## src/design/uvs_pkg.sv

```systemverilog
`default_nettype none

package uvs_pkg;

  // Build-time limits
  localparam int MAX_SEGMENTS = 255;
  localparam int CORDIC_STEPS = 16;
  localparam int ATAN_ENTRIES = 24;
  localparam int CORDIC_N     = (CORDIC_STEPS > ATAN_ENTRIES) ? ATAN_ENTRIES : CORDIC_STEPS;

  // Field widths
  localparam int COUNT_W    = 8;
  localparam int RADIUS_W   = 15;
  localparam int IDX_W      = 17;
  localparam int POS_W      = 24;
  localparam int TURN_W     = 32;
  localparam int CW         = 34;   // CORDIC datapath, Q2.30 plus headroom
  localparam int DEN_W      = COUNT_W + 1;
  localparam int CFG_IDX_W  = 2;
  localparam int CFG_DATA_W = RADIUS_W;

  // Divider: numerator is lat << 32 or lon << 33 plus count, four quotient bits per stage
  localparam int DIV_NUM_W  = COUNT_W + 33;
  localparam int DIV_BITS   = 4;
  localparam int DIV_STAGES = (DIV_NUM_W + DIV_BITS - 1) / DIV_BITS;
  localparam int DIV_PAD_W  = DIV_STAGES * DIV_BITS;

  // Sin/cos unit: fold, scale to radians, CORDIC steps, quadrant fix-up
  localparam int SC_LAT = CORDIC_N + 3;

  // Back pipeline depth: divider, sin/cos, trig product, radius product
  localparam int LAT = DIV_STAGES + SC_LAT + 2;

  localparam logic [30:0]          HALFPI_Q30   = 31'd1686629713;
  localparam logic signed [CW-1:0] GAIN_INV_Q30 = CW'(652032875);

  typedef enum logic [CFG_IDX_W-1:0] {
    CFG_RADIUS    = 2'd0,
    CFG_LAT_COUNT = 2'd1,
    CFG_LON_COUNT = 2'd2
  } uvs_cfg_e;

  typedef struct packed {
    logic [COUNT_W-1:0] lat_step;
    logic [COUNT_W-1:0] lon_step;
  } uvs_in_t;

  typedef struct packed {
    logic signed [POS_W-1:0] pos_x;
    logic signed [POS_W-1:0] pos_y;
    logic signed [POS_W-1:0] pos_z;
    logic [IDX_W-1:0]        tri0_v0;
    logic [IDX_W-1:0]        tri0_v1;
    logic [IDX_W-1:0]        tri0_v2;
    logic [IDX_W-1:0]        tri1_v0;
    logic [IDX_W-1:0]        tri1_v1;
    logic [IDX_W-1:0]        tri1_v2;
  } uvs_out_t;

  // Classified grid point, held between front and back
  typedef struct packed {
    logic [COUNT_W-1:0] lat;
    logic [COUNT_W-1:0] lon;
    logic [COUNT_W-1:0] lat_n;
    logic [COUNT_W-1:0] lon_n;
    logic [IDX_W-1:0]   idx_a;
    logic [IDX_W-1:0]   idx_b;
  } uvs_item_t;

  // atan(2^-i) in Q30, truncated
  function automatic logic signed [CW-1:0] atan_q30(input int i);
    logic [31:0] v;
    case (i)
      0:  v = 32'h3243F6A8;
      1:  v = 32'h1DAC6705;
      2:  v = 32'h0FADBAFC;
      3:  v = 32'h07F56EA6;
      4:  v = 32'h03FEAB76;
      5:  v = 32'h01FFD55B;
      6:  v = 32'h00FFFAAA;
      7:  v = 32'h007FFF55;
      8:  v = 32'h003FFFEA;
      9:  v = 32'h001FFFFD;
      10: v = 32'h000FFFFF;
      11: v = 32'h0007FFFF;
      12: v = 32'h0003FFFF;
      13: v = 32'h0001FFFF;
      14: v = 32'h0000FFFF;
      15: v = 32'h00007FFF;
      16: v = 32'h00003FFF;
      17: v = 32'h00001FFF;
      18: v = 32'h00000FFF;
      19: v = 32'h000007FF;
      20: v = 32'h000003FF;
      21: v = 32'h000001FF;
      22: v = 32'h000000FF;
      23: v = 32'h0000007F;
      default: v = 32'h0;
    endcase
    return CW'(v);
  endfunction

endpackage

`default_nettype wire

```

## src/design/uvs_front.sv

```systemverilog
`default_nettype none

module uvs_front (
  input  logic                           clk_i,
  input  logic                           rst_ni,
  input  logic                           cfg_we_i,
  input  logic [uvs_pkg::CFG_IDX_W-1:0]  cfg_idx_i,
  input  logic [uvs_pkg::CFG_DATA_W-1:0] cfg_data_i,
  input  uvs_pkg::uvs_in_t               in_i,
  output uvs_pkg::uvs_item_t             item_o,
  output logic [uvs_pkg::RADIUS_W-1:0]   radius_o
);

  logic [uvs_pkg::RADIUS_W-1:0] radius_q;
  logic [uvs_pkg::COUNT_W-1:0]  lat_cnt_q;
  logic [uvs_pkg::COUNT_W-1:0]  lon_cnt_q;
  logic [uvs_pkg::COUNT_W-1:0]  lat_n, lon_n, lat_c, lon_c;
  logic [uvs_pkg::IDX_W-1:0]    idx_a;

  function automatic logic [uvs_pkg::COUNT_W-1:0] eff_count(
    input logic [uvs_pkg::COUNT_W-1:0] c
  );
    logic [uvs_pkg::COUNT_W-1:0] r;
    r = (c == '0) ? uvs_pkg::COUNT_W'(1) : c;
    if (int'(r) > uvs_pkg::MAX_SEGMENTS) r = uvs_pkg::COUNT_W'(uvs_pkg::MAX_SEGMENTS);
    return r;
  endfunction

  always_ff @(posedge clk_i or negedge rst_ni) begin
    if (!rst_ni) begin
      radius_q  <= uvs_pkg::RADIUS_W'(1);
      lat_cnt_q <= uvs_pkg::COUNT_W'(16);
      lon_cnt_q <= uvs_pkg::COUNT_W'(16);
    end else if (cfg_we_i) begin
      case (cfg_idx_i)
        uvs_pkg::CFG_RADIUS:    radius_q  <= cfg_data_i;
        uvs_pkg::CFG_LAT_COUNT: lat_cnt_q <= cfg_data_i[uvs_pkg::COUNT_W-1:0];
        uvs_pkg::CFG_LON_COUNT: lon_cnt_q <= cfg_data_i[uvs_pkg::COUNT_W-1:0];
        default: ;
      endcase
    end
  end

  assign lat_n = eff_count(lat_cnt_q);
  assign lon_n = eff_count(lon_cnt_q);
  assign lat_c = (in_i.lat_step > lat_n) ? lat_n : in_i.lat_step;
  assign lon_c = (in_i.lon_step > lon_n) ? lon_n : in_i.lon_step;

  // a = lat*(M+1) + lon, b = a + M + 1, both modulo 2^17
  assign idx_a = uvs_pkg::IDX_W'(uvs_pkg::IDX_W'(lat_c) * (uvs_pkg::IDX_W'(lon_n) + 1'b1))
               + uvs_pkg::IDX_W'(lon_c);

  assign item_o.lat   = lat_c;
  assign item_o.lon   = lon_c;
  assign item_o.lat_n = lat_n;
  assign item_o.lon_n = lon_n;
  assign item_o.idx_a = idx_a;
  assign item_o.idx_b = idx_a + uvs_pkg::IDX_W'(lon_n) + 1'b1;
  assign radius_o     = radius_q;

endmodule

`default_nettype wire

```

## config.mk

```make
export PLATFORM = sky130hd
export DESIGN_NAME = uvs_front
export DESIGN_NICKNAME = d
export VERILOG_FILES = /design/src/design/uvs_pkg.sv /design/src/design/uvs_front.sv
export SDC_FILE = /design/constraint.sdc
export NUM_CORES = 1
export LEC_CHECK = 0
export BUFFER_PORTS_ARGS = -buffer_cell sky130_fd_sc_hd__buf_2
export CAP_MARGIN = 20
export CORE_MARGIN = 10
export CORE_UTILIZATION = 46
export CTS_BUF_LIST = sky130_fd_sc_hd__clkbuf_8
export CTS_CLUSTER_DIAMETER = 30
export DETAILED_ROUTE_END_ITERATION = 7
export GPL_TIMING_DRIVEN = 1
export PLACE_DENSITY_LB_ADDON = 0.12
export SYNTH_ARGS = -nofsm -noshare
export SYNTH_HDL_FRONTEND = slang
export SYNTH_SLANG_ARGS = --single-unit
```

## constraint.sdc

```tcl
create_clock -name clk_i -period 26.8 [get_ports clk_i]
set_input_delay 5.36 -clock clk_i [delete_from_list [all_inputs] [get_ports clk_i]]
set_output_delay 5.36 -clock clk_i [all_outputs]
set_load 0.02 [all_outputs]
```

# Yosys cells after proc, flatten, opt, wreduce, memory -nomap -nowiden
# Cells that the tools add are included.
[word_totals]
reg_bits = 31
output_inout_bits = 81
elab_cells = 22
[classes]
n_mux = 4
n_mul = 1
magnitude_cmp = 2
addsub = 4
n_eq_ne = 2
n_reduce_logical = 6
[op_table]
columns = ["operator", "n"]
rows = [
  ["adder 17 x 8 -> 17 bit", 2],
  ["2-to-1 mux 8 bit", 4],
  ["adder 17 x 1 -> 17 bit (second input constant)", 1],
  ["multiplier 8 x 9 -> 17 bit", 1],
  ["> comparator 8 bit", 2],
  ["logical NOT 8 bit", 2],
  ["adder 8 x 1 -> 9 bit (second input constant)", 1],
  ["AND reduction 2 bit", 3],
  ["equality test 2 x 1 -> 1 bit (second input constant)", 1],
  ["equality test 2 bit (second input constant)", 1],
  ["logical NOT 2 bit", 1],
]

# Depth between registers and ports, before layout
[depth]
depth_word = 8
depth_mapped = 32

# Least setup slack after synthesis
# Ideal clock, no wire load.
[synth_timing]
path_kind = "in2out"
from = "input in_i[9] in the netlist's numbering"
to = "output item_o[13] in the netlist's numbering"
arrival_ps = 11277
cell_stages = 23
path_slack_ps = 10163
n_path_buf = 1
path_cell_list = "ha_1 -> nor2b_1 -> o21a_1 -> o21ai_0 -> a21oi_1 -> o22a_1 -> buf_4 -> mux2i_2 -> inv_1 -> nand2_1 -> fa_1 -> fa_1 -> inv_1 -> fa_1 -> inv_1 -> fa_1 -> inv_1 -> ha_1 -> xnor2_1 -> ha_1 -> a21oi_1 -> a211oi_1 -> xnor2_1"
[synth_rtl]
columns = ["element", "line_no", "text"]
rows = [
  ["start: declaration", "uvs_front.sv:9", "input uvs_pkg::uvs_in_t in_i,"],
  ["end: declaration", "uvs_front.sv:10", "output uvs_pkg::uvs_item_t item_o,"],
]

==> results.md <==
* Status: complete, no violations
* Core area at 0.01137 sq mm
* Slack of the worst reg-to-reg path at 25.81 ns
* Row count at 39
* Max-cap viol count at 0
* Max-slew violation count at 0
* EDFF count, synth at 0
* Slowest stage delay, CP at 0.54 ns
* CP Data Arrival Time at 11.84 ns
* Met2 Usage GRT at 30.28%
* ANT nets after route at 0
* Data required, critical path at 21.44 ns
* CTS tree: done
* Initial antenna violation count at 0
* CTS Buffer Depth at 2
* RSZ-0062 raised after global routing: no
* Critical path type: primary input to primary output
* Nets@finish at 839
* Final setup fails at 0
* Final WS setup at 9.604 ns
* Clk_lat worst skew at 0.28 ns
* Cell area after synthesis at 0.005300 sq mm
* Fmax at 58.15 MHz
* Synth unique cells at 63
* Die Wd at 127.3 um
* Fill cell count at 1110
* H-tree lvl count at 2
* Synthesized Nets at 739
* Busiest layer in global routing: met2
* Reg clk slew, reported paths at 0.06 ns
* Yosys warnings at 0
* Vias per cell at 5.221
* CP Capture Type: primary output
* DR iter-0 viols at 162
* DR pass1 iterations at 4
* Met1 Track Usage GR at 20.68%
* Total CTS buffers at 5
* Share of synthesized registers carrying an async set or reset at 100.0%
* Startpoint class of the critical path: primary input
* Largest net degree at the start of global routing at 32
* R2r startpoint: lon_cnt_q[7]
* # IOs at 117
* First-pass GRT wire length at 22.98 mm
* Syn avg cell area at 8.983 sq um
* Hold crit path type: register to register
* Ant. Diodes at 0
* CP max-delay cell: o22a_1
* Drt wl/cell at 16.21 um
* Final Util at 53.41%
* Total clock sinks at 31
* CTS resizes at 0
* Buf/Inv on CP at 6
* Grt ovf at 0
* Hold Fails Final Rpt at 0
* Multi-input logic area at 0.003996 sq mm
* Global Route Usage Sum at 16.79%
* Share of layout cells above drive strength 1 at 27.93%
* Seq/Total Area, Yosys at 14.71%
* Port Buf Inserts at 116
* Final WL at 13.52 mm
* Fin Setup TNS at 0 ns
* Synthesized instance count at 590
* Residual DRC count at 0
* Crit path max-delay family: adder cells
* Setup crit start: in_i[9]
* Dpl ws at 9.604 ns
* Post-DP HPWL at 11.86 mm
* Post-CTS Hold Buffers at 0
* Height of the die at 127.3 um
* Die area at 0.01622 sq mm
* Worst Tran Pin Value at 1.113 ns
* Vias in the first global route at 4768
* Crit-path max FO at 8
* Starting Density at 46.62%
* GPL Wtd Cong at 0.8710
* Post-synth top flop: dfrtp_1
* Via count at 4354
* Hold path startpoint: radius_o[8]
* Total setup buffers inserted after CTS at 0
* Final period util at 64.16%
* Crit path time final at 17.20 ns
* FF/Latch Area at 779.5 sq um
* Yosys reg bits at 31
* Fin Clk Skew at 0 ns
* Clk Tree Root Cell: clkbuf_8
* Met3 track demand over resource at 3.474%
* Area growth from synthesis to layout at 14.57%
* Relative slew slack at 25.47%
[final timing paths]
kind / endpoint / cells past startpoint
setup / recovery: item_o[15] / 25
hold / removal: radius_o[8] / 1
setup reg to reg: lon_cnt_q[7] / 1
hold reg to reg: radius_o[8] / 1
max in group asynchronous: radius_o[12] / 1
min in group asynchronous: lat_cnt_q[1] / 1
[sequential cells by signal (all words and copies together), names as in the netlist]
register / cells
lat_cnt_q: 8
lon_cnt_q: 8
radius_o: 15
[placed cells by master, fill, tap and decap left out, drive strengths merged, types with 6 or more instances in the layout]
cell and count:
nor2 49, nand4 8, nand2b 8, nor3 6, fa 51, xnor2 30, inv 115, clkbuf 7
buf 116, ha 62, o21ai 12, nand2 44, mux2 40, and2 7, nand3 6, a21oi 17
nor2b 10, dfrtp 28, mux2i 13
[synth_stat cells (4+ instances only)]
library cell	instances	share of area, %
nand3_1	6	0.57
xor2_1	4	0.66
and2_1	7	0.83
clkbuf_1	20	1.4
fa_1	51	19
nand2b_1	7	0.83
xnor2_1	28	4.6
ha_1	62	15
o21ai_0	10	0.94
nand2_1	43	3.0
o21a_1	5	0.71
mux2i_2	4	1.0
a21oi_1	14	1.3
a21o_1	5	0.71
dfrtp_1	28	13
inv_1	113	8.0
nor2b_1	10	1.2
nor2_1	49	3.5
mux2i_1	7	1.3
mux2_2	40	8.5
nand4_1	8	0.94
nor3_1	4	0.38
[layout make-up]
cell class	instances	area share (%)
inverter	116	7.191
timing repair buffer	116	9.561
sequential	31	12.84
clock buffer	7	1.587
clock inverter	1	0.06182
tap	143	2.947
multi-input combinational	420	65.81
[through the flow]
stage	hold WS, ns	instance area [sq um]	cells
after floorplan	0.4815	5300	590
after global placement	0.4854	5972	826
after detailed placement	0.4940	5972	826
after CTS	0.5078	6072	834
after global routing	0.5320	6072	834
final	0.5024	6072	834
[per-layer routing]
layer / vias up / routed length, um / share of wire [%]
li1: 2099 / - / -
met1: 2165 / 6010 / 44
met2: 82 / 6766 / 50
met3: 8 / 630 / 4.7
met4: 0 / 108 / 0.80
met5: - / 0 / 0
[cells by family (layout without fill, tap and decap cells)]
kind of cell               count (synthesis)  in the layout  synth area share, %
and+or+nand+nor                          156            156                14.92
buffers and inverters                    139            240                9.986
adders and majority gates                113            113                33.90
AOI/OAI and AO/OA                         64             64                8.877
muxes                                     53             53                11.71
xor gates and xnor gates                  34             34                5.902
DFF                                       31             31                14.71
Power is not shown: default switching activity piles up to over one toggle a cycle in this logic, so the estimate is an artifact.
