<file path="src/design/uvs_pkg.sv">
`default_nettype none

package uvs_pkg;

  // Build-time limits
  localparam int MAX_SEGMENTS = 255;
  localparam int CORDIC_STEPS = 16;
  localparam int ATAN_ENTRIES = 24;
  localparam int CORDIC_N     = (CORDIC_STEPS > ATAN_ENTRIES) ? ATAN_ENTRIES : CORDIC_STEPS;

  // Field widths
  localparam int COUNT_W    = 8;
  localparam int RADIUS_W   = 15;
  localparam int IDX_W      = 17;
  localparam int POS_W      = 24;
  localparam int TURN_W     = 32;
  localparam int CW         = 34;   // CORDIC datapath, Q2.30 plus headroom
  localparam int DEN_W      = COUNT_W + 1;
  localparam int CFG_IDX_W  = 2;
  localparam int CFG_DATA_W = RADIUS_W;

  // Divider: numerator is lat << 32 or lon << 33 plus count, four quotient bits per stage
  localparam int DIV_NUM_W  = COUNT_W + 33;
  localparam int DIV_BITS   = 4;
  localparam int DIV_STAGES = (DIV_NUM_W + DIV_BITS - 1) / DIV_BITS;
  localparam int DIV_PAD_W  = DIV_STAGES * DIV_BITS;

  // Sin/cos unit: fold, scale to radians, CORDIC steps, quadrant fix-up
  localparam int SC_LAT = CORDIC_N + 3;

  // Back pipeline depth: divider, sin/cos, trig product, radius product
  localparam int LAT = DIV_STAGES + SC_LAT + 2;

  localparam logic [30:0]          HALFPI_Q30   = 31'd1686629713;
  localparam logic signed [CW-1:0] GAIN_INV_Q30 = CW'(652032875);

  typedef enum logic [CFG_IDX_W-1:0] {
    CFG_RADIUS    = 2'd0,
    CFG_LAT_COUNT = 2'd1,
    CFG_LON_COUNT = 2'd2
  } uvs_cfg_e;

  typedef struct packed {
    logic [COUNT_W-1:0] lat_step;
    logic [COUNT_W-1:0] lon_step;
  } uvs_in_t;

  typedef struct packed {
    logic signed [POS_W-1:0] pos_x;
    logic signed [POS_W-1:0] pos_y;
    logic signed [POS_W-1:0] pos_z;
    logic [IDX_W-1:0]        tri0_v0;
    logic [IDX_W-1:0]        tri0_v1;
    logic [IDX_W-1:0]        tri0_v2;
    logic [IDX_W-1:0]        tri1_v0;
    logic [IDX_W-1:0]        tri1_v1;
    logic [IDX_W-1:0]        tri1_v2;
  } uvs_out_t;

  // Classified grid point, held between front and back
  typedef struct packed {
    logic [COUNT_W-1:0] lat;
    logic [COUNT_W-1:0] lon;
    logic [COUNT_W-1:0] lat_n;
    logic [COUNT_W-1:0] lon_n;
    logic [IDX_W-1:0]   idx_a;
    logic [IDX_W-1:0]   idx_b;
  } uvs_item_t;

  // atan(2^-i) in Q30, truncated
  function automatic logic signed [CW-1:0] atan_q30(input int i);
    logic [31:0] v;
    case (i)
      0:  v = 32'h3243F6A8;
      1:  v = 32'h1DAC6705;
      2:  v = 32'h0FADBAFC;
      3:  v = 32'h07F56EA6;
      4:  v = 32'h03FEAB76;
      5:  v = 32'h01FFD55B;
      6:  v = 32'h00FFFAAA;
      7:  v = 32'h007FFF55;
      8:  v = 32'h003FFFEA;
      9:  v = 32'h001FFFFD;
      10: v = 32'h000FFFFF;
      11: v = 32'h0007FFFF;
      12: v = 32'h0003FFFF;
      13: v = 32'h0001FFFF;
      14: v = 32'h0000FFFF;
      15: v = 32'h00007FFF;
      16: v = 32'h00003FFF;
      17: v = 32'h00001FFF;
      18: v = 32'h00000FFF;
      19: v = 32'h000007FF;
      20: v = 32'h000003FF;
      21: v = 32'h000001FF;
      22: v = 32'h000000FF;
      23: v = 32'h0000007F;
      default: v = 32'h0;
    endcase
    return CW'(v);
  endfunction

endpackage

`default_nettype wire

</file>
<file path="src/design/uvs_queue.sv">
`default_nettype none

module uvs_queue (
  input  logic               clk_i,
  input  logic               rst_ni,
  input  logic               push_i,
  input  uvs_pkg::uvs_item_t data_i,
  output logic               full_o,
  input  logic               pop_i,
  output uvs_pkg::uvs_item_t data_o,
  output logic               empty_o
);

  uvs_pkg::uvs_item_t mem_q [2];
  logic       wr_ptr_q, rd_ptr_q;
  logic [1:0] cnt_q;
  logic       do_push, do_pop;

  assign full_o  = (cnt_q == 2'd2);
  assign empty_o = (cnt_q == 2'd0);
  assign do_push = push_i && !full_o;
  assign do_pop  = pop_i && !empty_o;
  assign data_o  = mem_q[rd_ptr_q];

  always_ff @(posedge clk_i or negedge rst_ni) begin
    if (!rst_ni) begin
      wr_ptr_q <= 1'b0;
      rd_ptr_q <= 1'b0;
      cnt_q    <= 2'd0;
    end else begin
      if (do_push) wr_ptr_q <= !wr_ptr_q;
      if (do_pop)  rd_ptr_q <= !rd_ptr_q;
      case ({do_push, do_pop})
        2'b10:   cnt_q <= cnt_q + 2'd1;
        2'b01:   cnt_q <= cnt_q - 2'd1;
        default: cnt_q <= cnt_q;
      endcase
    end
  end

  always_ff @(posedge clk_i) begin
    if (do_push) mem_q[wr_ptr_q] <= data_i;
  end

endmodule

`default_nettype wire

</file>
<file path="config.mk">
export PLATFORM = sky130hd
export DESIGN_NAME = uvs_queue
export DESIGN_NICKNAME = d
export VERILOG_FILES = /design/src/design/uvs_pkg.sv /design/src/design/uvs_queue.sv
export SDC_FILE = /design/constraint.sdc
export NUM_CORES = 1
export LEC_CHECK = 0
export BUFFER_PORTS_ARGS = -buffer_cell sky130_fd_sc_hd__buf_4
export CAP_MARGIN = 20
export CORE_MARGIN = 2
export CORE_UTILIZATION = 45
export CTS_CLUSTER_DIAMETER = 150
export DETAILED_ROUTE_END_ITERATION = 8
export PLACE_DENSITY = 0.77
export SYNTH_ARGS = -nofsm -noshare
export SYNTH_HDL_FRONTEND = slang
export SYNTH_SLANG_ARGS = --single-unit
</file>
<file path="constraint.sdc">
create_clock -name clk_i -period 5.1 [get_ports clk_i]
set_input_delay 0.51 -clock clk_i [delete_from_list [all_inputs] [get_ports clk_i]]
set_output_delay 0.51 -clock clk_i [all_outputs]
set_load 0.1 [all_outputs]
</file>
Word-level counts from Yosys, hierarchy flattened
Memories as Yosys holds them, arrays and structs flattened.
Index checks and enable logic that the tools add are counted.
Storage, ports and cells
  memories: 1
  bits in writable memories: 132
  word-level logic and storage cells: 20
  output and inout port bits: 68
  register bits after elaboration: 4
  bits of input ports: 70
Operators by class
  reduce and logical (&&, ||, !) cells: 8
  mux-type cells: 3
  equality and inequality tests: 3
  add/sub/neg operators: 2
Memory list
  mem_q: depth 2, bits a word 66, rd ports 1, clocked after Yosys merged registers in 0, write ports 1, RTL line uvs_queue.sv:14  | uvs_pkg::uvs_item_t mem_q [2];
Operator list (number)
  $eq A2 B2 Y1 const B: 2
  $logic_not A1 Y1: 4
  $pmux W2 S2: 1
  $add A2 B1 Y2 const B: 1
  $eq A2 B1 Y1 const B: 1
  $logic_and A1 B1 Y1: 2
  $logic_not A2 Y1: 1
  $mux W1: 2
  $reduce_bool A2 Y1: 1
  $sub A2 B1 Y2 const B: 1

Depth between registers and ports, before layout
Gate-level depths: netlist of run 1.
  depth after elaboration: 5
  gate-level depth with buffers: 6
  mapped depth without buffers: 6

Worst setup path after synthesis of run 1
OpenSTA, ideal clock, no wires.
  path type: register to register
  start point: register cnt_q[0]
  end point: memory mem_q[0][0] (netlist name) (enable)
  arrival time: 3.395 ns
  setup slack: 1.215 ns
  buffers on the path: 0
  library setup time: 0.490 ns
  cell stages (with the launch flop): 4
  path through: dfrtp_1 -> nand2b_1 -> nand2_1 -> nor2_1
On the way
  word-level cells in the longest chain between the ends: 5
RTL lines
  from (decl): RTL line uvs_queue.sv:16  | logic [1:0] cnt_q;
  from (signal assigned): RTL line uvs_queue.sv:34  | 2'b10: cnt_q <= cnt_q + 2'd1;
  from (signal assigned): RTL line uvs_queue.sv:35  | 2'b01: cnt_q <= cnt_q - 2'd1;
  from (signal assigned): RTL line uvs_queue.sv:36  | default: cnt_q <= cnt_q;
  $eq A2 B2 Y1: RTL line uvs_queue.sv:19  | assign full_o = (cnt_q == 2'd2);
  $logic_not A1 Y1: RTL line uvs_queue.sv:21  | assign do_push = push_i && !full_o;
  $logic_and A1 B1 Y1: RTL line uvs_queue.sv:21
  $mux W1: RTL line uvs_queue.sv:42  | if (do_push) mem_q[wr_ptr_q] <= data_i;
  $mux W1 (implied by the code): RTL line uvs_queue.sv:42
  to (decl): RTL line uvs_queue.sv:14
No other way between the ends.

==> qor.txt, run 1 <==
========================================================================================
Worst-path cell with the longest stage delay .............................. sky130_fd_sc_hd__dfrtp_4
Final WL ..................................................................      8.61 mm
Cell count after synthesis ................................................          223
CP bufs+invs ..............................................................            1
Register area share after synthesis .......................................        0.802
Multi-input logic area ....................................................    955 sq um
Buffers from clock root to sink, at most ..................................            2
Initial Utilization .......................................................        0.464
Number of cells traversed by the worst hold path ..........................            1
Fraction of layout instances using a drive strength above 1 ...............        0.609
Peak Freq .................................................................      364 MHz
Final worst path period need ..............................................      2.74 ns
Area growth from synthesis to layout ......................................        34.4%
Via total after detailed routing ..........................................        2,535
Relative slew slack .......................................................        0.289
Area contributors post-synth .............................................. sky130_fd_sc_hd__edfxtp_1 (78%), sky130_fd_sc_hd__mux2_4 (8.9%), sky130_fd_sc_hd__mux2_2 (8.0%), sky130_fd_sc_hd__dfrtp_1 (2.0%), sky130_fd_sc_hd__buf_6 (0.67%)
Number of violations reported at the end of detailed-routing iteration 0 ..           95
Max-cap viol count ........................................................            0
Peak per-stage delay on the critical path .................................      1.12 ns
Clock transition at the registers of the reported paths ...................      0.06 ns
N_diodes ..................................................................            0
Clock insertion delay at the later pin of the skew report .................      0.41 ns
Post-cts resize count .....................................................            0
Share of the synthesized area in the top cell type ........................        0.782
Setup repair after global routing missed its margin .......................           no
Number of register bits inferred by synthesis .............................          136
Pins Over Slew Limit ......................................................            0
Total Routing Usage GR ....................................................        0.146
Synthesized cell area .....................................................   5070 sq um
Post-Synthesis Mean Instance Area .........................................   22.7 sq um
Status ....................................................................    completed
Reg-to-reg critical path startpoint .......................................     cnt_q[0]
Hold WC Path Type ......................................................... input pin to register
Critical path capture point type .......................................... primary output
Reg2Reg Setup Slack .......................................................      3.15 ns
Worst R2R End ............................................................. mem_q[0][32]
Placeable core area ....................................................... 10,900 sq um
Pre-CTS setup slack .......................................................      2.58 ns
Worst hold margin .........................................................     0.284 ns
Number of nets in the layout ..............................................          447
Remaining design rule violation count .....................................            0
Final Hold Viols ..........................................................            0
RD Place Congestion .......................................................        0.688
Hold path start ...........................................................   data_i[52]
Y dimension of the die ....................................................       110 um
Total half-perimeter wirelength after legalization and detailed placement .      5.46 mm
Final clock skew ..........................................................    0.0115 ns
Die area .................................................................. 12,100 sq um
Distinct cells, synth .....................................................           16
Slew of the pin with the lowest slew margin ...............................      1.07 ns
Peak fanout along the critical path .......................................           67
Top cell type by total area after synthesis ............................... sky130_fd_sc_hd__edfxtp_1
Clock H-tree levels .......................................................            4
Number of global-route vias before repair .................................        2,592
Remaining global-route overflow ...........................................            0
Family of cells with the greatest summed delay on the critical path .......   flip-flops
Clock tree from TritonCTS .................................................          yes
Initial antenna violation count ...........................................            0
Syn_nets ..................................................................          294
CP Cell Sequence .......................................................... mux2_2 -> buf_4
Fillers ...................................................................          818
Worst Slack Setup Final ...................................................      2.36 ns
FP Rows ...................................................................           38
Drt via density ...........................................................         4.79
Critical path depth in cells ..............................................            2
First-pass iteration count of the detailed router .........................            4
Clock sinks ...............................................................          136
I/O pin count .............................................................          138
Depth of the most critical reg-to-reg path ................................            5
Sort of element at the start of the critical path .........................     register
Hold worst-path end ....................................................... mem_q[1][52]
Final setup fails .........................................................            0
Beginning of the critical path ............................................     rd_ptr_q
Kind of critical path ..................................................... register to primary output
Maximum number of pins on one net before global-route repair ..............           68
Width of the die ..........................................................       110 um
Final antenna-violating net count .........................................            0
Yosys warning total .......................................................            0
Required arrival time at the worst endpoint ...............................      4.59 ns
Sum of negative setup slack ...............................................         0 ns
Clock root cell ........................................................... sky130_fd_sc_hd__clkbuf_16
Count of buffers inserted at the top-level ports ..........................          137
Share of the clock period used by the worst path after layout .............        0.538
Global-route wire length before repair ....................................      12.6 mm
Drt wl/cell ...............................................................      16.3 um
Data arrival time of the worst path .......................................      2.23 ns
Sequential cell area ......................................................   4070 sq um
Number of buffers created by CTS ..........................................           17
========================================================================================
repair_timing:
item	4_1_cts	5_1_grt
hold buffers	1	0
endpoints found under the hold margin	4	0
setup buffers	0	0
per-layer routing:
metal / part of all wire / GRT usage / up-vias
met5: 0 / 0 / -
met1: 0.38 / 0.160 / 1243
met2: 0.53 / 0.245 / 91
met3: 0.074 / 0.0547 / 11
li1: - / - / 1190
met4: 0.016 / 0.0777 / 0
per-stage QoR:
step,instances,utilization,cell area [sq um]
2_1_floorplan,223,-,5070
3_3_place_gp,495,0.571,6240
3_5_place_dp,495,0.571,6240
4_1_cts,528,0.621,6790
5_1_grt,529,0.623,6810
6_report,529,0.623,6810
synth_stat cells:
cell                       instances
sky130_fd_sc_hd__and3_1            1
sky130_fd_sc_hd__buf_2             3
sky130_fd_sc_hd__buf_4             1
sky130_fd_sc_hd__buf_6             3
sky130_fd_sc_hd__dfrtp_1           4
sky130_fd_sc_hd__edfxtp_1        132
sky130_fd_sc_hd__ha_1              1
sky130_fd_sc_hd__inv_1             1
sky130_fd_sc_hd__mux2_2           36
sky130_fd_sc_hd__mux2_4           30
sky130_fd_sc_hd__nand2_1           1
sky130_fd_sc_hd__nand2b_1          1
sky130_fd_sc_hd__nor2_1            3
sky130_fd_sc_hd__nor2b_1           1
sky130_fd_sc_hd__xnor2_1           3
sky130_fd_sc_hd__xor2_1            2
area by class of cell:
class                           count  share of cell area
Tap cell                          140              0.0257
Multi-Input combinational cell     79               0.140
Sequential cell                   136               0.597
Clock buffer                       17              0.0625
Timing Repair Buffer              141               0.158
Inverter                            1            0.000551
Clock inverter                     15              0.0163
kinds of logic (layout without fill, tap and decap cells):
group	after synthesis	count (layout)	synth area share
AND/OR/NAND/NOR	7	7	0.00666
adder cells (fa/ha/maj)	1	1	0.00247
buffers and inverters	8	174	0.0118
flip-flops	136	136	0.802
multiplexers	66	66	0.169
XOR/XNOR	5	5	0.00864
worst max-delay path by stage:
stage,endpoint,slack (ns)
6_report,data_o[58],2.36
3_3_place_gp,mem_q[0][3],2.60
5_1_grt,data_o[9],2.25
4_1_cts,data_o[9],2.31
3_5_place_dp,mem_q[0][1],2.58
2_1_floorplan,mem_q[0][0],1.21
worst reg2reg max path, delay by kind of cell (launching register included):
| family | cells | cell delay, ns |
|---|---|---|
| buffers and inverters | 2 | 0.68 |
| flip-flops | 1 | 0.41 |
| AND/OR/NAND/NOR | 3 | 0.51 |
layout by cell type, fill, tap and decap left out, types with 2 or more instances in the layout:
| master | count |
|---|---|
| sky130_fd_sc_hd__buf_4 | 139 |
| sky130_fd_sc_hd__clkbuf_16 | 17 |
| sky130_fd_sc_hd__clkinv_1 | 4 |
| sky130_fd_sc_hd__clkinv_2 | 4 |
| sky130_fd_sc_hd__clkinvlp_4 | 5 |
| sky130_fd_sc_hd__dfrtp_1 | 3 |
| sky130_fd_sc_hd__edfxtp_1 | 132 |
| sky130_fd_sc_hd__mux2_2 | 36 |
| sky130_fd_sc_hd__mux2_4 | 30 |
| sky130_fd_sc_hd__nor2_1 | 2 |
| sky130_fd_sc_hd__xnor2_1 | 3 |
| sky130_fd_sc_hd__xor2_1 | 2 |
flip-flops by register name (all words and copies together), names as in the netlist:
signal / count
cnt_q: 2
rd_ptr_q: 1
wr_ptr_q: 1
mem_q: 132
Power of run 1 is left out: the tool's default activity adds up to more than one toggle a clock period on the data nets, which glitch-free logic cannot reach.
==> run 2: changes to the inputs <==
--- a/config.mk
+++ b/config.mk
@@ -5,13 +5,14 @@
 export SDC_FILE = /design/constraint.sdc
 export NUM_CORES = 1
 export LEC_CHECK = 0
+export ABC_AREA = 1
 export BUFFER_PORTS_ARGS = -buffer_cell sky130_fd_sc_hd__buf_4
 export CAP_MARGIN = 20
 export CORE_MARGIN = 2
 export CORE_UTILIZATION = 45
 export CTS_CLUSTER_DIAMETER = 150
 export DETAILED_ROUTE_END_ITERATION = 8
-export PLACE_DENSITY = 0.77
+export PLACE_DENSITY = 0.8
 export SYNTH_ARGS = -nofsm -noshare
 export SYNTH_HDL_FRONTEND = slang
 export SYNTH_SLANG_ARGS = --single-unit
==> constraint.sdc (replaced) <==
create_clock -name clk_i -period 2.3 [get_ports clk_i]
set_input_delay 0.23 -clock clk_i [delete_from_list [all_inputs] [get_ports clk_i]]
set_output_delay 0.23 -clock clk_i [all_outputs]
set_load 0.1 [all_outputs]
==> run 2 against run 1 <==
Compared with the run above:
- hold slack lost 0.26 ns
- clock skew shrank 0.0021 ns
- first-iteration DRC count grew 37%
- synthesized cell count grew 70%
- synthesized area shrank 0.42%
- global-route usage grew 3.8 points
- worst setup slack lost 2.2 ns
- critical path type unchanged
- design area grew 9.1%
- clock-buffer cell count grew 4
- critical path depth grew 3
- largest cell class unchanged
- via count grew 37%
==> qor.txt, run 2 <==
========================================================================================
Status ....................................................................    completed
Reg2Reg Setup Slack .......................................................      0.60 ns
Count leader, synth ....................................................... sky130_fd_sc_hd__nand2_1
Initial Utilization .......................................................        0.464
Critical path capture point type .......................................... primary output
Clock tree from TritonCTS .................................................          yes
Pins Over Slew Limit ......................................................            0
Clock transition at the registers of the reported paths ...................      0.05 ns
Post-layout utilization of the core .......................................        0.683
Pre-CTS setup slack .......................................................     0.605 ns
Slew of the pin with the lowest slew margin ...............................     0.571 ns
Area contributors post-synth .............................................. sky130_fd_sc_hd__edfxtp_1 (79%), sky130_fd_sc_hd__nand2_1 (15%), sky130_fd_sc_hd__dfrtp_1 (2.0%), sky130_fd_sc_hd__buf_6 (1.1%), sky130_fd_sc_hd__buf_2 (0.79%)
Clock sinks ...............................................................          136
Final clock skew ..........................................................   0.00943 ns
Drt wl/cell ...............................................................      14.5 um
Max reg flops .............................................................          132
Peak Freq .................................................................      473 MHz
Sum of negative setup slack ...............................................         0 ns
Worst hold margin .........................................................    0.0239 ns
Fillers ...................................................................          742
Clock H-tree levels .......................................................            4
Y dimension of the die ....................................................       110 um
Initial antenna violation count ...........................................            0
Width of the die ..........................................................       110 um
Met3 Track Usage GR .......................................................       0.0575
I/O pin count .............................................................          138
Global-route wire length before repair ....................................      16.5 mm
Relative slew slack .......................................................        0.616
Register with the most flip-flops .........................................        mem_q
Commonest cells after routing, fill and taps aside ........................ sky130_fd_sc_hd__nand2_1 (208), sky130_fd_sc_hd__buf_4 (140), sky130_fd_sc_hd__edfxtp_1 (132)
Post-synth top flop ....................................................... sky130_fd_sc_hd__edfxtp_1
Most frequent standard cell in the layout excluding fill and tap cells .... sky130_fd_sc_hd__nand2_1
Met2 demand-to-capacity share in global routing ...........................        0.327
Final WL ..................................................................      10.8 mm
Number of register bits inferred by synthesis .............................          136
Number of buffers created by CTS ..........................................           17
Maximum number of pins on one net before global-route repair ..............           68
Most frequent cells after synthesis ....................................... sky130_fd_sc_hd__nand2_1 (208), sky130_fd_sc_hd__edfxtp_1 (132), sky130_fd_sc_hd__inv_1 (9), sky130_fd_sc_hd__buf_2 (8), sky130_fd_sc_hd__buf_6 (5)
Syn_nets ..................................................................          449
Peak fanout along the critical path .......................................           18
Number of nets in the layout ..............................................          664
Worst R2R End .............................................................     cnt_q[1]
Setup fix buffers added after clock tree synthesis ........................            0
Synth async-reset ratio ...................................................       0.0294
Final antenna-violating net count .........................................            0
Clock insertion delay at the later pin of the skew report .................      0.50 ns
Fraction of layout instances using a drive strength above 1 ...............        0.289
Global routing usage on met1 ..............................................        0.200
Depth of the most critical reg-to-reg path ................................            6
Max-cap viol count ........................................................            0
Total Routing Usage GR ....................................................        0.184
RD Place Congestion .......................................................        0.672
Total half-perimeter wirelength after legalization and detailed placement .      6.19 mm
Post-Synthesis Mean Instance Area .........................................   13.4 sq um
Cell count after synthesis ................................................          378
Kind of critical path ..................................................... register to primary output
Distinct cells, synth .....................................................           14
Number of global-route vias before repair .................................        3,573
Via total after detailed routing ..........................................        3,474
Remaining global-route overflow ...........................................            0
Buffers from clock root to sink, at most ..................................            2
Final worst path period need ..............................................      2.11 ns
Required arrival time at the worst endpoint ...............................      2.07 ns
Setup repair after global routing missed its margin .......................           no
Count of buffers inserted at the top-level ports ..........................          137
Hold path start ...........................................................       push_i
Most Used Layer, Global Route .............................................         met2
Synthesized cell area .....................................................   5050 sq um
Drt via density ...........................................................         4.66
Data arrival time of the worst path .......................................      1.88 ns
Number of cells traversed by the worst hold path ..........................            3
FP Rows ...................................................................           38
First-pass iteration count of the detailed router .........................            4
Hold WC Path Type ......................................................... input pin to register
Yosys warning total .......................................................            0
Area growth from synthesis to layout ......................................        47.2%
Clock root cell ........................................................... sky130_fd_sc_hd__clkbuf_8
Sort of element at the start of the critical path .........................     register
Reg-to-reg critical path startpoint .......................................     cnt_q[0]
Share of the synthesized area in the top cell type ........................        0.785
Register area share after synthesis .......................................        0.805
N_diodes ..................................................................            0
Worst Slack Setup Final ...................................................     0.187 ns
Biggest registers after layout ............................................ mem_q x132, cnt_q x2
Top cell type by total area after synthesis ............................... sky130_fd_sc_hd__edfxtp_1
Placeable core area ....................................................... 10,900 sq um
Final setup fails .........................................................            0
Remaining design rule violation count .....................................            0
Number of enable flip-flop cells after synthesis ..........................          132
Final Hold Viols ..........................................................            0
Share of the clock period used by the worst path after layout .............        0.919
Die area .................................................................. 12,100 sq um
Hold worst-path end .......................................................     wr_ptr_q
Number of violations reported at the end of detailed-routing iteration 0 ..          130
========================================================================================
## run 2: changes by cell type after synthesis, moves of 3 or more
cell,previous run,this run
sky130_fd_sc_hd__nand2_1,1,208
sky130_fd_sc_hd__buf_2,3,8
sky130_fd_sc_hd__nand3_1,0,3
sky130_fd_sc_hd__mux2_4,30,0
sky130_fd_sc_hd__mux2_2,36,0
sky130_fd_sc_hd__inv_1,1,9
## run 2: critical path, stage by stage (launching register included)
cell                       delay (ns)
sky130_fd_sc_hd__dfrtp_2         0.41
sky130_fd_sc_hd__clkinv_2        0.23
sky130_fd_sc_hd__buf_4           0.28
sky130_fd_sc_hd__nand2_1         0.08
sky130_fd_sc_hd__nand2_1         0.09
sky130_fd_sc_hd__buf_4           0.29
## run 2: kinds of logic (layout without fill, tap and decap cells)
| group | after synthesis | in the layout | share of synthesized area |
|---|---|---|---|
| AO/OA/AOI/OAI | 1 | 1 | 0.000990 |
| AND/OR/NAND/NOR | 214 | 214 | 0.160 |
| adder cells (fa/ha/maj) | 1 | 1 | 0.00248 |
| XOR/XNOR | 1 | 1 | 0.00174 |
| flip-flops | 136 | 136 | 0.805 |
| buffers and inverters | 25 | 252 | 0.0295 |
## run 2: area by class of cell
cell class,count,area [sq um],area share
Clock buffer,21,429,0.0577
Inverter,10,42.5,0.00572
Sequential cell,136,4070,0.547
Multi-Input combinational cell,217,856,0.115
Tap cell,140,175,0.0236
Timing Repair Buffer,211,1780,0.240
Clock inverter,10,81.3,0.0109
## run 2: repair_timing
action                     in CTS  in global routing
hold endpoints to repair      137                  0
hold buffers                   68                  0
gates resized for setup         0                  2
setup endpoints to repair       0                 19
## run 2: how the worst max path moves through the flow
stage / from / endpoint / slack (ns) / depth (start not counted)
4_1_cts: rd_ptr_q / data_o[17] / 0.05 / 4
3_5_place_dp: rd_ptr_q / data_o[41] / 0.60 / 4
3_3_place_gp: rd_ptr_q / data_o[37] / 0.66 / 4
2_1_floorplan: cnt_q[0] / mem_q[0][0] / -0.13 / 4
6_report: rd_ptr_q / data_o[18] / 0.19 / 5
5_1_grt: rd_ptr_q / data_o[3] / 0.07 / 5
## run 2: metal layers
layer  wire length [um]  vias up
li1                   -     1699
met1               4060     1619
met2               5850      134
met3                691       22
met4                216        0
met5                  0        -
## run 2: through the flow
step                instance area (sq um)  std cells
global placement                     6240        646
floorplan                            5070        378
detailed placement                   6240        646
global route                         7430        745
CTS                                  7430        745
finish                               7430        745
Power of run 2 is left out for the same reason.
